## src/rtl/cfu_pkg.sv

```systemverilog
`default_nettype none
// ----------------------------------------------------------------------------
// cfu_pkg
// Types and opcode constants shared by the control flow unit.
// ----------------------------------------------------------------------------
package cfu_pkg;

	localparam logic [7:0] OP_CB_PREFIX = 8'hcb;
	localparam logic [7:0] OP_JP        = 8'hc3;
	localparam logic [7:0] OP_JP_HL     = 8'he9;
	localparam logic [7:0] OP_JP_NZ     = 8'hc2;
	localparam logic [7:0] OP_JP_Z      = 8'hca;
	localparam logic [7:0] OP_JP_NC     = 8'hd2;
	localparam logic [7:0] OP_JP_C      = 8'hda;
	localparam logic [7:0] OP_JR        = 8'h18;
	localparam logic [7:0] OP_JR_NZ     = 8'h20;
	localparam logic [7:0] OP_JR_Z      = 8'h28;
	localparam logic [7:0] OP_JR_NC     = 8'h30;
	localparam logic [7:0] OP_JR_C      = 8'h38;
	localparam logic [7:0] OP_CALL      = 8'hcd;
	localparam logic [7:0] OP_CALL_NZ   = 8'hc4;
	localparam logic [7:0] OP_CALL_Z    = 8'hcc;
	localparam logic [7:0] OP_CALL_NC   = 8'hd4;
	localparam logic [7:0] OP_CALL_C    = 8'hdc;
	localparam logic [7:0] OP_RET       = 8'hc9;
	localparam logic [7:0] OP_RET_NZ    = 8'hc0;
	localparam logic [7:0] OP_RET_Z     = 8'hc8;
	localparam logic [7:0] OP_RET_NC    = 8'hd0;
	localparam logic [7:0] OP_RET_C     = 8'hd8;
	localparam logic [7:0] OP_RETI      = 8'hd9;
	localparam logic [7:0] OP_RST_00    = 8'hc7;
	localparam logic [7:0] OP_RST_08    = 8'hcf;
	localparam logic [7:0] OP_RST_10    = 8'hd7;
	localparam logic [7:0] OP_RST_18    = 8'hdf;
	localparam logic [7:0] OP_RST_20    = 8'he7;
	localparam logic [7:0] OP_RST_28    = 8'hef;
	localparam logic [7:0] OP_RST_30    = 8'hf7;
	localparam logic [7:0] OP_RST_38    = 8'hff;
	localparam logic [7:0] OP_DI_HALT   = 8'hf3;

	localparam logic [7:0]  IE_ALL_ON  = 8'hff;
	localparam logic [7:0]  IE_ALL_OFF = 8'h00;
	localparam logic [15:0] PC_RESET   = 16'h0000;
	localparam logic [15:0] SP_RESET   = 16'hfffe;
	localparam logic [15:0] SP_STEP    = 16'd2;

	localparam int QUEUE_DEPTH = 2;
	localparam int QPTR_W      = $clog2(QUEUE_DEPTH);
	localparam int QCNT_W      = $clog2(QUEUE_DEPTH + 1);

	typedef enum logic [2:0] {
		KIND_NOP,
		KIND_JUMP_ABS,
		KIND_JUMP_REL,
		KIND_CALL,
		KIND_RET,
		KIND_HALT
	} kind_t;

	// decoded operation passed from front to back
	typedef struct packed {
		kind_t       kind;
		logic [1:0]  pc_adv;     // instruction length, 1..3
		logic [15:0] target;     // absolute target, or relative offset incl. length
		logic        ie_wr;
		logic [7:0]  ie_val;
		logic [15:0] stack_word;
	} op_t;

	typedef struct packed {
		logic [15:0] next_pc;
		logic [15:0] next_sp;
		logic        push_valid;
		logic [15:0] push_address;
		logic [15:0] push_data;
		logic        pop_used;
		logic        ie_write;
		logic [7:0]  ie_value;
		logic        halted;
	} res_t;

endpackage
`default_nettype wire

```

## src/rtl/cfu_if.sv

```systemverilog
`default_nettype none
// ----------------------------------------------------------------------------
// cfu_in_if / cfu_out_if
// Valid/ready channels for instructions in and control flow results out.
// ----------------------------------------------------------------------------
interface cfu_in_if;
	logic        valid;
	logic        ready;
	logic [7:0]  opcode;
	logic [15:0] operand;
	logic [15:0] hl_value;
	logic        zero_flag;
	logic        carry_flag;
	logic [15:0] stack_word;

	modport source (output valid, opcode, operand, hl_value, zero_flag, carry_flag,
		stack_word, input ready);
	modport sink (input valid, opcode, operand, hl_value, zero_flag, carry_flag,
		stack_word, output ready);
endinterface

interface cfu_out_if;
	logic        valid;
	logic        ready;
	logic [15:0] next_pc;
	logic [15:0] next_sp;
	logic        push_valid;
	logic [15:0] push_address;
	logic [15:0] push_data;
	logic        pop_used;
	logic        ie_write;
	logic [7:0]  ie_value;
	logic        halted;

	modport source (output valid, next_pc, next_sp, push_valid, push_address, push_data,
		pop_used, ie_write, ie_value, halted, input ready);
	modport sink (input valid, next_pc, next_sp, push_valid, push_address, push_data,
		pop_used, ie_write, ie_value, halted, output ready);
endinterface
`default_nettype wire

```

## src/rtl/cfu_front.sv

```systemverilog
`default_nettype none
// ----------------------------------------------------------------------------
// cfu_front
// Instruction classification: length, kind, condition outcome and target.
// ----------------------------------------------------------------------------
module cfu_front
	import cfu_pkg::*;
(
	input  wire logic [7:0]  opcode,
	input  wire logic [15:0] operand,
	input  wire logic [15:0] hl_value,
	input  wire logic        zero_flag,
	input  wire logic        carry_flag,
	input  wire logic [15:0] stack_word,
	output op_t              op
);

	logic        cond;
	logic [15:0] rel_off;

	always_comb begin
		case (opcode[4:3])
			2'b00:   cond = ~zero_flag;
			2'b01:   cond = zero_flag;
			2'b10:   cond = ~carry_flag;
			default: cond = carry_flag;
		endcase
	end

	// sign-extended displacement plus the 2-byte JR length
	assign rel_off = {{8{operand[7]}}, operand[7:0]} + 16'd2;

	always_comb begin
		op.kind       = KIND_NOP;
		op.pc_adv     = 2'd1;
		op.target     = operand;
		op.ie_wr      = 1'b0;
		op.ie_val     = IE_ALL_OFF;
		op.stack_word = stack_word;
		case (opcode)
			OP_CB_PREFIX: op.pc_adv = 2'd2;
			OP_JP: begin
				op.pc_adv = 2'd3;
				op.kind   = KIND_JUMP_ABS;
			end
			OP_JP_HL: begin
				op.kind   = KIND_JUMP_ABS;
				op.target = hl_value;
			end
			OP_JP_NZ, OP_JP_Z, OP_JP_NC, OP_JP_C: begin
				op.pc_adv = 2'd3;
				op.kind   = cond ? KIND_JUMP_ABS : KIND_NOP;
			end
			OP_JR: begin
				op.pc_adv = 2'd2;
				op.kind   = KIND_JUMP_REL;
				op.target = rel_off;
			end
			OP_JR_NZ, OP_JR_Z, OP_JR_NC, OP_JR_C: begin
				op.pc_adv = 2'd2;
				op.kind   = cond ? KIND_JUMP_REL : KIND_NOP;
				op.target = rel_off;
			end
			OP_CALL: begin
				op.pc_adv = 2'd3;
				op.kind   = KIND_CALL;
			end
			OP_CALL_NZ, OP_CALL_Z, OP_CALL_NC, OP_CALL_C: begin
				op.pc_adv = 2'd3;
				op.kind   = cond ? KIND_CALL : KIND_NOP;
			end
			OP_RET: op.kind = KIND_RET;
			OP_RET_NZ, OP_RET_Z, OP_RET_NC, OP_RET_C:
				op.kind = cond ? KIND_RET : KIND_NOP;
			OP_RETI: begin
				op.kind   = KIND_RET;
				op.ie_wr  = 1'b1;
				op.ie_val = IE_ALL_ON;
			end
			OP_RST_00, OP_RST_08, OP_RST_10, OP_RST_18,
			OP_RST_20, OP_RST_28, OP_RST_30, OP_RST_38: begin
				op.kind   = KIND_CALL;
				op.target = {10'd0, opcode[5:3], 3'd0};
			end
			OP_DI_HALT: begin
				op.kind   = KIND_HALT;
				op.ie_wr  = 1'b1;
				op.ie_val = IE_ALL_OFF;
			end
			default: op.kind = KIND_NOP;
		endcase
	end

endmodule
`default_nettype wire

```

## src/rtl/cfu_queue.sv

```systemverilog
`default_nettype none
// ----------------------------------------------------------------------------
// cfu_queue
// Short FIFO of decoded operations between front and back.
// ----------------------------------------------------------------------------
module cfu_queue
	import cfu_pkg::*;
(
	input  wire logic clk,
	input  wire logic arst_n,
	input  wire logic wr_en,
	input  wire op_t  wr_op,
	output logic      full,
	input  wire logic rd_en,
	output op_t       rd_op,
	output logic      not_empty
);

	op_t               mem_q [QUEUE_DEPTH];
	logic [QPTR_W-1:0] wr_ptr_q;
	logic [QPTR_W-1:0] rd_ptr_q;
	logic [QCNT_W-1:0] count_q;

	assign full      = (count_q == QCNT_W'(QUEUE_DEPTH));
	assign not_empty = (count_q != '0);
	assign rd_op     = mem_q[rd_ptr_q];

	always_ff @(posedge clk) begin
		if (wr_en)
			mem_q[wr_ptr_q] <= wr_op;
	end

	always_ff @(posedge clk or negedge arst_n) begin
		if (!arst_n) begin
			wr_ptr_q <= '0;
			rd_ptr_q <= '0;
			count_q  <= '0;
		end else begin
			if (wr_en)
				wr_ptr_q <= (wr_ptr_q == QPTR_W'(QUEUE_DEPTH - 1)) ? '0 : wr_ptr_q + 1'b1;
			if (rd_en)
				rd_ptr_q <= (rd_ptr_q == QPTR_W'(QUEUE_DEPTH - 1)) ? '0 : rd_ptr_q + 1'b1;
			if (wr_en && !rd_en)
				count_q <= count_q + 1'b1;
			else if (rd_en && !wr_en)
				count_q <= count_q - 1'b1;
		end
	end

endmodule
`default_nettype wire

```

## src/rtl/cfu_back.sv

```systemverilog
`default_nettype none
// ----------------------------------------------------------------------------
// cfu_back
// Holds PC, SP and halt state, executes decoded operations, registers result.
// ----------------------------------------------------------------------------
module cfu_back
	import cfu_pkg::*;
(
	input  wire logic clk,
	input  wire logic arst_n,
	input  wire logic op_valid,
	input  wire op_t  op,
	output logic      op_take,
	output logic      res_valid,
	input  wire logic res_ready,
	output res_t      res
);

	logic [15:0] pc_q;
	logic [15:0] sp_q;
	logic        halt_q;
	logic        res_valid_q;
	res_t        res_q;
	res_t        res_d;
	logic [15:0] pc_adv;

	assign op_take   = op_valid && (!res_valid_q || res_ready);
	assign res_valid = res_valid_q;
	assign res       = res_q;
	assign pc_adv    = pc_q + {14'd0, op.pc_adv};

	always_comb begin
		res_d              = '0;
		res_d.next_pc      = pc_q;
		res_d.next_sp      = sp_q;
		res_d.halted       = halt_q;
		if (!halt_q) begin
			res_d.next_pc  = pc_adv;
			res_d.ie_write = op.ie_wr;
			res_d.ie_value = op.ie_wr ? op.ie_val : IE_ALL_OFF;
			case (op.kind)
				KIND_JUMP_ABS: res_d.next_pc = op.target;
				KIND_JUMP_REL: res_d.next_pc = pc_q + op.target;
				KIND_CALL: begin
					res_d.next_pc      = op.target;
					res_d.next_sp      = sp_q - SP_STEP;
					res_d.push_valid   = 1'b1;
					res_d.push_address = sp_q - SP_STEP;
					res_d.push_data    = pc_adv;
				end
				KIND_RET: begin
					res_d.next_pc  = op.stack_word;
					res_d.next_sp  = sp_q + SP_STEP;
					res_d.pop_used = 1'b1;
				end
				KIND_HALT: res_d.halted = 1'b1;
				default: ;
			endcase
		end
	end

	always_ff @(posedge clk) begin
		if (op_take)
			res_q <= res_d;
	end

	always_ff @(posedge clk or negedge arst_n) begin
		if (!arst_n) begin
			pc_q        <= PC_RESET;
			sp_q        <= SP_RESET;
			halt_q      <= 1'b0;
			res_valid_q <= 1'b0;
		end else begin
			if (op_take) begin
				pc_q   <= res_d.next_pc;
				sp_q   <= res_d.next_sp;
				halt_q <= res_d.halted;
			end
			if (op_take)
				res_valid_q <= 1'b1;
			else if (res_ready)
				res_valid_q <= 1'b0;
		end
	end

endmodule
`default_nettype wire

```

## src/rtl/sm83_control_flow_unit_core.sv

```systemverilog
`default_nettype none
// ----------------------------------------------------------------------------
// sm83_control_flow_unit_core
// SM83 control flow unit: PC, SP and halt tracking for jumps, calls, returns.
//
// Channels: in_ch takes one instruction per transaction (opcode, fetched
// immediate, HL, Z and C flags, word at the stack top). out_ch gives one
// result per instruction: new PC and SP, stack push, pop use, IE write and
// the halted flag. Both use valid/ready; a transaction completes when both
// are high at a rising edge of clk.
// Path: an input transaction is decoded into a 2-entry queue, then executed
// into the output register.
// Throughput: one instruction per cycle while out_ch does not stall; the PC/SP
// update loop closes within the back end registers.
// Reset (arst_n low): PC = 0x0000, SP = 0xfffe, running, queue and output
// empty. When out_ch stalls, the output register holds its result, the
// queue fills, and in_ch.ready drops once both queue entries are taken.
// ----------------------------------------------------------------------------
module sm83_control_flow_unit_core
	import cfu_pkg::*;
(
	input  wire logic clk,
	input  wire logic arst_n,
	cfu_in_if.sink    in_ch,
	cfu_out_if.source out_ch
);

	op_t  dec_op;
	op_t  head_op;
	logic q_full;
	logic q_not_empty;
	logic q_take;
	res_t res;

	cfu_front u_front (
		.opcode     (in_ch.opcode),
		.operand    (in_ch.operand),
		.hl_value   (in_ch.hl_value),
		.zero_flag  (in_ch.zero_flag),
		.carry_flag (in_ch.carry_flag),
		.stack_word (in_ch.stack_word),
		.op         (dec_op)
	);

	assign in_ch.ready = !q_full;

	cfu_queue u_queue (
		.clk       (clk),
		.arst_n    (arst_n),
		.wr_en     (in_ch.valid && !q_full),
		.wr_op     (dec_op),
		.full      (q_full),
		.rd_en     (q_take),
		.rd_op     (head_op),
		.not_empty (q_not_empty)
	);

	cfu_back u_back (
		.clk       (clk),
		.arst_n    (arst_n),
		.op_valid  (q_not_empty),
		.op        (head_op),
		.op_take   (q_take),
		.res_valid (out_ch.valid),
		.res_ready (out_ch.ready),
		.res       (res)
	);

	assign out_ch.next_pc      = res.next_pc;
	assign out_ch.next_sp      = res.next_sp;
	assign out_ch.push_valid   = res.push_valid;
	assign out_ch.push_address = res.push_address;
	assign out_ch.push_data    = res.push_data;
	assign out_ch.pop_used     = res.pop_used;
	assign out_ch.ie_write     = res.ie_write;
	assign out_ch.ie_value     = res.ie_value;
	assign out_ch.halted       = res.halted;

endmodule
`default_nettype wire

```

## src/flat_wrapper.sv

```systemverilog
// flat-port wrapper written by rule: the top's interface ports become plain ports
module sm83_control_flow_unit_core_flat import cfu_pkg::*;
  (clk, arst_n, in_ch_valid, in_ch_opcode, in_ch_operand, in_ch_hl_value, in_ch_zero_flag, in_ch_carry_flag, in_ch_stack_word, in_ch_ready, out_ch_valid, out_ch_next_pc, out_ch_next_sp, out_ch_push_valid, out_ch_push_address, out_ch_push_data, out_ch_pop_used, out_ch_ie_write, out_ch_ie_value, out_ch_halted, out_ch_ready);
  cfu_in_if in_ch_i ();
  cfu_out_if out_ch_i ();
  input  wire logic clk;
  input  wire logic arst_n;
  input wire logic [$bits(in_ch_i.valid)-1:0] in_ch_valid;
  input wire logic [$bits(in_ch_i.opcode)-1:0] in_ch_opcode;
  input wire logic [$bits(in_ch_i.operand)-1:0] in_ch_operand;
  input wire logic [$bits(in_ch_i.hl_value)-1:0] in_ch_hl_value;
  input wire logic [$bits(in_ch_i.zero_flag)-1:0] in_ch_zero_flag;
  input wire logic [$bits(in_ch_i.carry_flag)-1:0] in_ch_carry_flag;
  input wire logic [$bits(in_ch_i.stack_word)-1:0] in_ch_stack_word;
  output wire logic [$bits(in_ch_i.ready)-1:0] in_ch_ready;
  output wire logic [$bits(out_ch_i.valid)-1:0] out_ch_valid;
  output wire logic [$bits(out_ch_i.next_pc)-1:0] out_ch_next_pc;
  output wire logic [$bits(out_ch_i.next_sp)-1:0] out_ch_next_sp;
  output wire logic [$bits(out_ch_i.push_valid)-1:0] out_ch_push_valid;
  output wire logic [$bits(out_ch_i.push_address)-1:0] out_ch_push_address;
  output wire logic [$bits(out_ch_i.push_data)-1:0] out_ch_push_data;
  output wire logic [$bits(out_ch_i.pop_used)-1:0] out_ch_pop_used;
  output wire logic [$bits(out_ch_i.ie_write)-1:0] out_ch_ie_write;
  output wire logic [$bits(out_ch_i.ie_value)-1:0] out_ch_ie_value;
  output wire logic [$bits(out_ch_i.halted)-1:0] out_ch_halted;
  input wire logic [$bits(out_ch_i.ready)-1:0] out_ch_ready;
  assign in_ch_i.valid = in_ch_valid;
  assign in_ch_i.opcode = in_ch_opcode;
  assign in_ch_i.operand = in_ch_operand;
  assign in_ch_i.hl_value = in_ch_hl_value;
  assign in_ch_i.zero_flag = in_ch_zero_flag;
  assign in_ch_i.carry_flag = in_ch_carry_flag;
  assign in_ch_i.stack_word = in_ch_stack_word;
  assign in_ch_ready = in_ch_i.ready;
  assign out_ch_valid = out_ch_i.valid;
  assign out_ch_next_pc = out_ch_i.next_pc;
  assign out_ch_next_sp = out_ch_i.next_sp;
  assign out_ch_push_valid = out_ch_i.push_valid;
  assign out_ch_push_address = out_ch_i.push_address;
  assign out_ch_push_data = out_ch_i.push_data;
  assign out_ch_pop_used = out_ch_i.pop_used;
  assign out_ch_ie_write = out_ch_i.ie_write;
  assign out_ch_ie_value = out_ch_i.ie_value;
  assign out_ch_halted = out_ch_i.halted;
  assign out_ch_i.ready = out_ch_ready;
  sm83_control_flow_unit_core u_core (.clk(clk), .arst_n(arst_n), .in_ch(in_ch_i), .out_ch(out_ch_i));
endmodule
```

## config.mk

```make
export PLATFORM = sky130hd
export DESIGN_NAME = sm83_control_flow_unit_core_flat
export DESIGN_NICKNAME = d
export VERILOG_FILES = /design/src/rtl/cfu_pkg.sv /design/src/rtl/cfu_if.sv /design/src/rtl/cfu_front.sv /design/src/rtl/cfu_queue.sv /design/src/rtl/cfu_back.sv /design/src/rtl/sm83_control_flow_unit_core.sv /design/src/flat_wrapper.sv
export SDC_FILE = /design/constraint.sdc
export NUM_CORES = 1
export LEC_CHECK = 0
export BUFFER_PORTS_ARGS = -buffer_cell sky130_fd_sc_hd__buf_2
export CAP_MARGIN = 20
export CORE_MARGIN = 5
export CORE_UTILIZATION = 55
export CTS_CLUSTER_DIAMETER = 150
export DETAILED_ROUTE_END_ITERATION = 8
export PLACE_DENSITY = 0.76
export SYNTH_ARGS = -nofsm -noshare
export SYNTH_HDL_FRONTEND = slang
export SYNTH_HIERARCHICAL = 1
export SYNTH_SLANG_ARGS = --single-unit
```

## constraint.sdc

```tcl
create_clock -name clk -period 5.1 [get_ports clk]
set_input_delay 1.02 -clock clk [delete_from_list [all_inputs] [get_ports clk]]
set_output_delay 1.02 -clock clk [all_outputs]
set_load 0.1 [all_outputs]
```

**Word-level counts from Yosys, hierarchy flattened**

Memories as Yosys holds them, arrays and structs flattened.
Index checks and enable logic that the tools add are counted.

- Add/subtract/negate cells: 9
- Multiply operators: 0
- Divide/modulo/power cells: 0
- Magnitude comparators: 0
- Equal/unequal tests: 40
- Shift-type cells: 0
- Mux-type cells: 24
- Bitwise logic cells: 4
- Reduce and logical (&&, ||, !) cells: 27

Operators with widths:

| cell | number |
|---|---|
| equality test 8 bit, second input constant | 27 |
| case mux 16 bit (3 select lines) | 2 |
| two-way mux 76 bit | 1 |
| two-way mux 33 bit | 1 |
| equality test 8 x 6 -> 1 bit, second input constant | 4 |
| case mux 16 bit (2 select lines) | 1 |
| case mux 3 bit (9 select lines) | 1 |
| case mux 9 bit (2 select lines) | 1 |
| adder 16 bit | 1 |
| adder 16 x 2 -> 16 bit | 1 |
| adder 16 x 2 -> 16 bit, second input constant | 1 |
| OR reduction 4 bit | 4 |
| subtractor 16 x 2 -> 16 bit, second input constant | 1 |
| OR reduction 10 bit | 1 |
| OR reduction 2 bit | 5 |
| adder 8 x 3 -> 9 bit, second input constant | 1 |
| two-way mux 1 bit | 9 |
| OR reduction 9 bit | 1 |
| equality test 8 x 5 -> 1 bit, second input constant | 1 |
| two-way mux 2 bit | 4 |
| two-way mux 8 bit | 1 |
| OR reduction 8 bit | 1 |
| equality test 3 x 2 -> 1 bit, second input constant | 2 |
| equality test 3 bit, second input constant | 2 |
| other kinds (17) | 30 |

- Flip-flop bits (word level): 114
- Bits in latches: 0
- RAM bits: 92
- Memory bits (read-only): 0
- Input port bits: 62
- Output and inout port bits: 78
- Logic and storage cells: 121
- Memories: 1

Memory list:

| name | words | bits a word | rd ports | clocked after Yosys merged registers in | wr ports | RTL line | source |
|---|---|---|---|---|---|---|---|
| u_core.u_queue.mem_q | 2 | 46 | 1 | 0 | 1 | cfu_queue.sv:19 | `op_t mem_q [QUEUE_DEPTH];` |

**Longest topological paths before layout**

- Word-level depth: 7
- Mapped depth: 13
- Depth with buffers taken out: 11

**By module**

Netlist, hierarchy kept.

By module, submodules not included:

| module | instances | cells each | area an instance (um^2) | sequential area each (um^2) |
|---|---|---|---|---|
| cfu_back | 1 | 645 | 6352.3 | 3066.7 |
| cfu_queue | 1 | 159 | 3632.2 | 2862.7 |
| cfu_front | 1 | 132 | 915.9 | 0.0 |
| sm83_control_flow_unit_core | 1 | 2 | 10.0 | 0.0 |

**Worst setup path after synthesis**

OpenSTA, ideal clock, no wires.

- Path kind: input to register
- Start: input port out_ch_ready
- End: register u_core.u_queue.count_q[1]
- Setup time: 79 ps
- Arrival: 4467 ps
- Required time: 5021 ps
- Setup slack: 554 ps
- Cell stages on the path: 9
- Path buffers: 1
- Cells stage by stage: nand2b_1 nand2_1 inv_1 clkbuf_1 inv_1 ha_1 xor2_1 nor2_1 xor2_1

- Longest elaborated chain between the ends: 5
- Elaborated cells on any way between the ends: 7
- Those cells by class: 1 x mux; 6 x reduce/logical

RTL lines:

| item | RTL line | source |
|---|---|---|
| start: declaration | flat_wrapper.sv:26 | `input wire logic [$bits(out_ch_i.ready)-1:0] out_ch_ready;` |
| logical OR 1 bit * | cfu_back.sv:27 | `assign op_take = op_valid && (!res_valid_q \|\| res_ready);` |
| logical AND 1 bit * | cfu_back.sv:27 |  |
| via u_core.q_take | sm83_control_flow_unit_core.sv:32 | `logic q_take;` |
| logical NOT 1 bit | cfu_queue.sv:43 | `if (wr_en && !rd_en)` |
| logical AND 1 bit | cfu_queue.sv:43 |  |
| two-way mux 2 bit / nonzero test 2 bit (equally long branches) | - |  |
| end signal: assignment | cfu_queue.sv:44 | `count_q <= count_q + 1'b1;` |
| end signal: assignment | cfu_queue.sv:46 | `count_q <= count_q - 1'b1;` |
| end: declaration | cfu_queue.sv:22 | `logic [QCNT_W-1:0] count_q;` |

The timed path passes the listed nets; every way through them passes the cells marked *.
A chain may end at the register's enable or synchronous reset.

==> metrics.cfg <==
[floorplan]
rows = 51
ios = 140
die_x_um = 151
coreArea_um2 = 19500
die_h_um = 151
dieArea_um2 = 22800
initial_utilization = 0.559

[cts]
path_clk_slew_ns = 0.06
ctsRootBufferMaster = clkbuf_16
clock-sinks = 203
cts_hold_buf = 0
cts_tree = yes
postCtsResizedCells = 0
cts.path.max_buffers = 3
post_cts_buffers = 0
cts_buffers = 21
clk_latency_ns = 0.51
htreeDepth = 1

[placement]
port-buffer-count = 137
dpl.hpwl_um = 16300
place.gp.congestion = 0.913
placed_cells = 1266

[timing]
tightest_slew_ns = 0.957
clock_skew_ns = 0.0160
finalMaxSlewViolations = 0
finalSetupViolations = 0
rsz0062_at_grt = no
post-route-period-util = 0.716
slew-limit-headroom = 0.360
setup_tns_ns = 0
timing.fmax_mhz = 274
period_needed_ns = 3.65
hold_viol_final = 0

[global_routing]
gr-usage-all-layers = 0.204
grt_max_degree = 59
grt_pass1_wl_um = 37000
grt_pass1_vias = 7157
antenna_found_initial = 0
overflow = 0

[drt]
ant_nets = 0
drc = 0
drt-vias-per-instance = 5.70
vias = 7448
wire_per_inst_um = 17.8
dr.first_iter.drc_count = 567
drtPass1Iterations = 5
routed_wl_um = 23200

[logic_synthesis]
synth_cells = 938
syn_area_per_cell_um2 = 11.6
yosysTopAreaCell = edfxtp_1
yosys.area_share.simple = 0.129
synth_warnings = 6
synth.area.mux_share = 0.0725
synthArstFlopShare = 0.182
synth_common_cells = edfxtp_1 (166), nor2_1 (78), nand2_1 (74)
ys_types = 81
synth-edff-count = 166
yosys.area.top_type_share = 0.457
synth_fa_ha_area_frac = 0.0278
yosys.cell_count.top_type = edfxtp_1
synth_area_um2 = 10900
yosysSeqAreaShare = 0.543
synth-seq-cells = 203
synth_flop_cell = edfxtp_1
synth_top_family_by_area = simple AND/OR/NAND/NOR gates
yosys.area_share.xor_xnor = 0.0562
synth_top_cells_by_area = edfxtp_1 (46%), dfrtp_1 (5.0%), mux2_4 (4.1%)
synth_compound_area_frac = 0.119

[critical_path]
rrSetupSlack_ns = 1.45
cp-end-kind = register
path_class = register to register
critPathMaxFanout = 22
cp-start-kind = register
critical_path_arrival_ns = 3.90
critPathLaunch = u_core/u_queue/rd_ptr_q$_DFFE_PN0P_
required_ns = 5.35
reg2reg_from = u_core/u_queue/rd_ptr_q$_DFFE_PN0P_

[final_layout]
final_net_count = 1111
syn_to_final_growth_pct = 12.0
drive_above_1_share = 0.261
fillerInstances = 1574
antennaDiodeCount = 0
final_cells = 1306
multi_input_area_um2 = 4430
sequential_cell_area_um2 = 5930

[worst_hold_path]
min-delay-start = u_core/u_queue/count_q[1]$_DFFE_PN0P_
hold_class = register to register

[job]
max_cap_violations = 0

[status]
status = finished clean

[layout by cell type, fill, tap and decap left out, types with 13 or more instances in the layout]
cell	Yosys	layout
a21oi_1	55	55
and2_1	14	13
buf_2	10	138
clkbuf_16	0	21
dfrtp_1	22	21
dfstp_2	15	15
edfxtp_1	166	166
ha_1	21	21
inv_1	24	23
mux2_2	24	24
mux2_4	30	30
nand2_1	74	74
nand3_1	26	26
nand4_1	15	15
nor2_1	78	78
o21ai_0	32	32
xnor2_1	33	33
xor2_1	37	37
[area by class of cell]
cell class,count,share of cell area
Multi-Input combinational cell,629,0.363
Clock inverter,10,0.00666
Sequential cell,203,0.485
Tap cell,265,0.0271
Timing Repair Buffer,146,0.0635
Inverter,25,0.00778
Clock buffer,28,0.0468
[state kept, by name (all words and copies together), names as in the netlist]
signal	flops
u_core/u_queue/count_q	2
u_core/u_back/halt_q	1
u_core/u_back/res	74
u_core/u_back/res_valid	1
u_core/u_back/sp_q	15
u_core/u_queue/wr_ptr_q	1
u_core/u_queue/mem_q	92
u_core/u_back/pc_q	16
u_core/u_queue/rd_ptr_q	1
[metrics by stage]
step	hold slack [ns]	util	cell area, um2	worst slack [ns]
after floorplan	0.447	-	10900	0.554
after global placement	0.467	0.591	11500	1.46
after detailed placement	0.494	0.591	11500	1.48
after CTS	0.503	0.624	12200	1.47
after global routing	0.515	0.626	12200	1.28
final	0.496	0.626	12200	1.45
[worst max-delay path, cell delays in order, from the launching register on]
cell	delay (ns)
dfrtp_2	0.71
buf_4	0.37
mux2_2	0.39
ha_1	0.35
a21oi_1	0.21
nand2_1	0.10
a31o_2	0.25
a221oi_1	0.44
xor2_1	0.18
nor2_1	0.07
o32a_1	0.34
[routing by layer]
| metal | global-route usage | share of wire | vias up |
|---|---|---|---|
| li1 | - | - | 3599 |
| met2 | 0.319 | 0.46 | 300 |
| met4 | 0.0544 | 0.023 | 0 |
| met5 | 0 | 0 | - |
| met3 | 0.0296 | 0.074 | 51 |
| met1 | 0.299 | 0.44 | 3498 |
[final timing paths]
kind                                                    endpoint  depth (start not counted)
hold reg to reg            u_core/u_queue/count_q[1]$_DFFE_PN0P_                          1
setup / recovery                 u_core/u_back/res[72]$_DFFE_PP_                         10
setup reg to reg                 u_core/u_back/res[72]$_DFFE_PP_                         10
max in group asynchronous    u_core/u_queue/rd_ptr_q$_DFFE_PN0P_                          1
hold / removal             u_core/u_queue/count_q[1]$_DFFE_PN0P_                          1
min in group asynchronous     u_core/u_back/pc_q[13]$_DFFE_PN0P_                          1
[cells by family after synthesis]
family,count (synthesis)
buf+inv,107
mux,61
simple gates,281
compound gates,192
other cells,1
xor+xnor,70
flops,203
fa+ha+maj,23
Power is not shown: default switching activity piles up to over one toggle a cycle in this logic, so the estimate is an artifact.
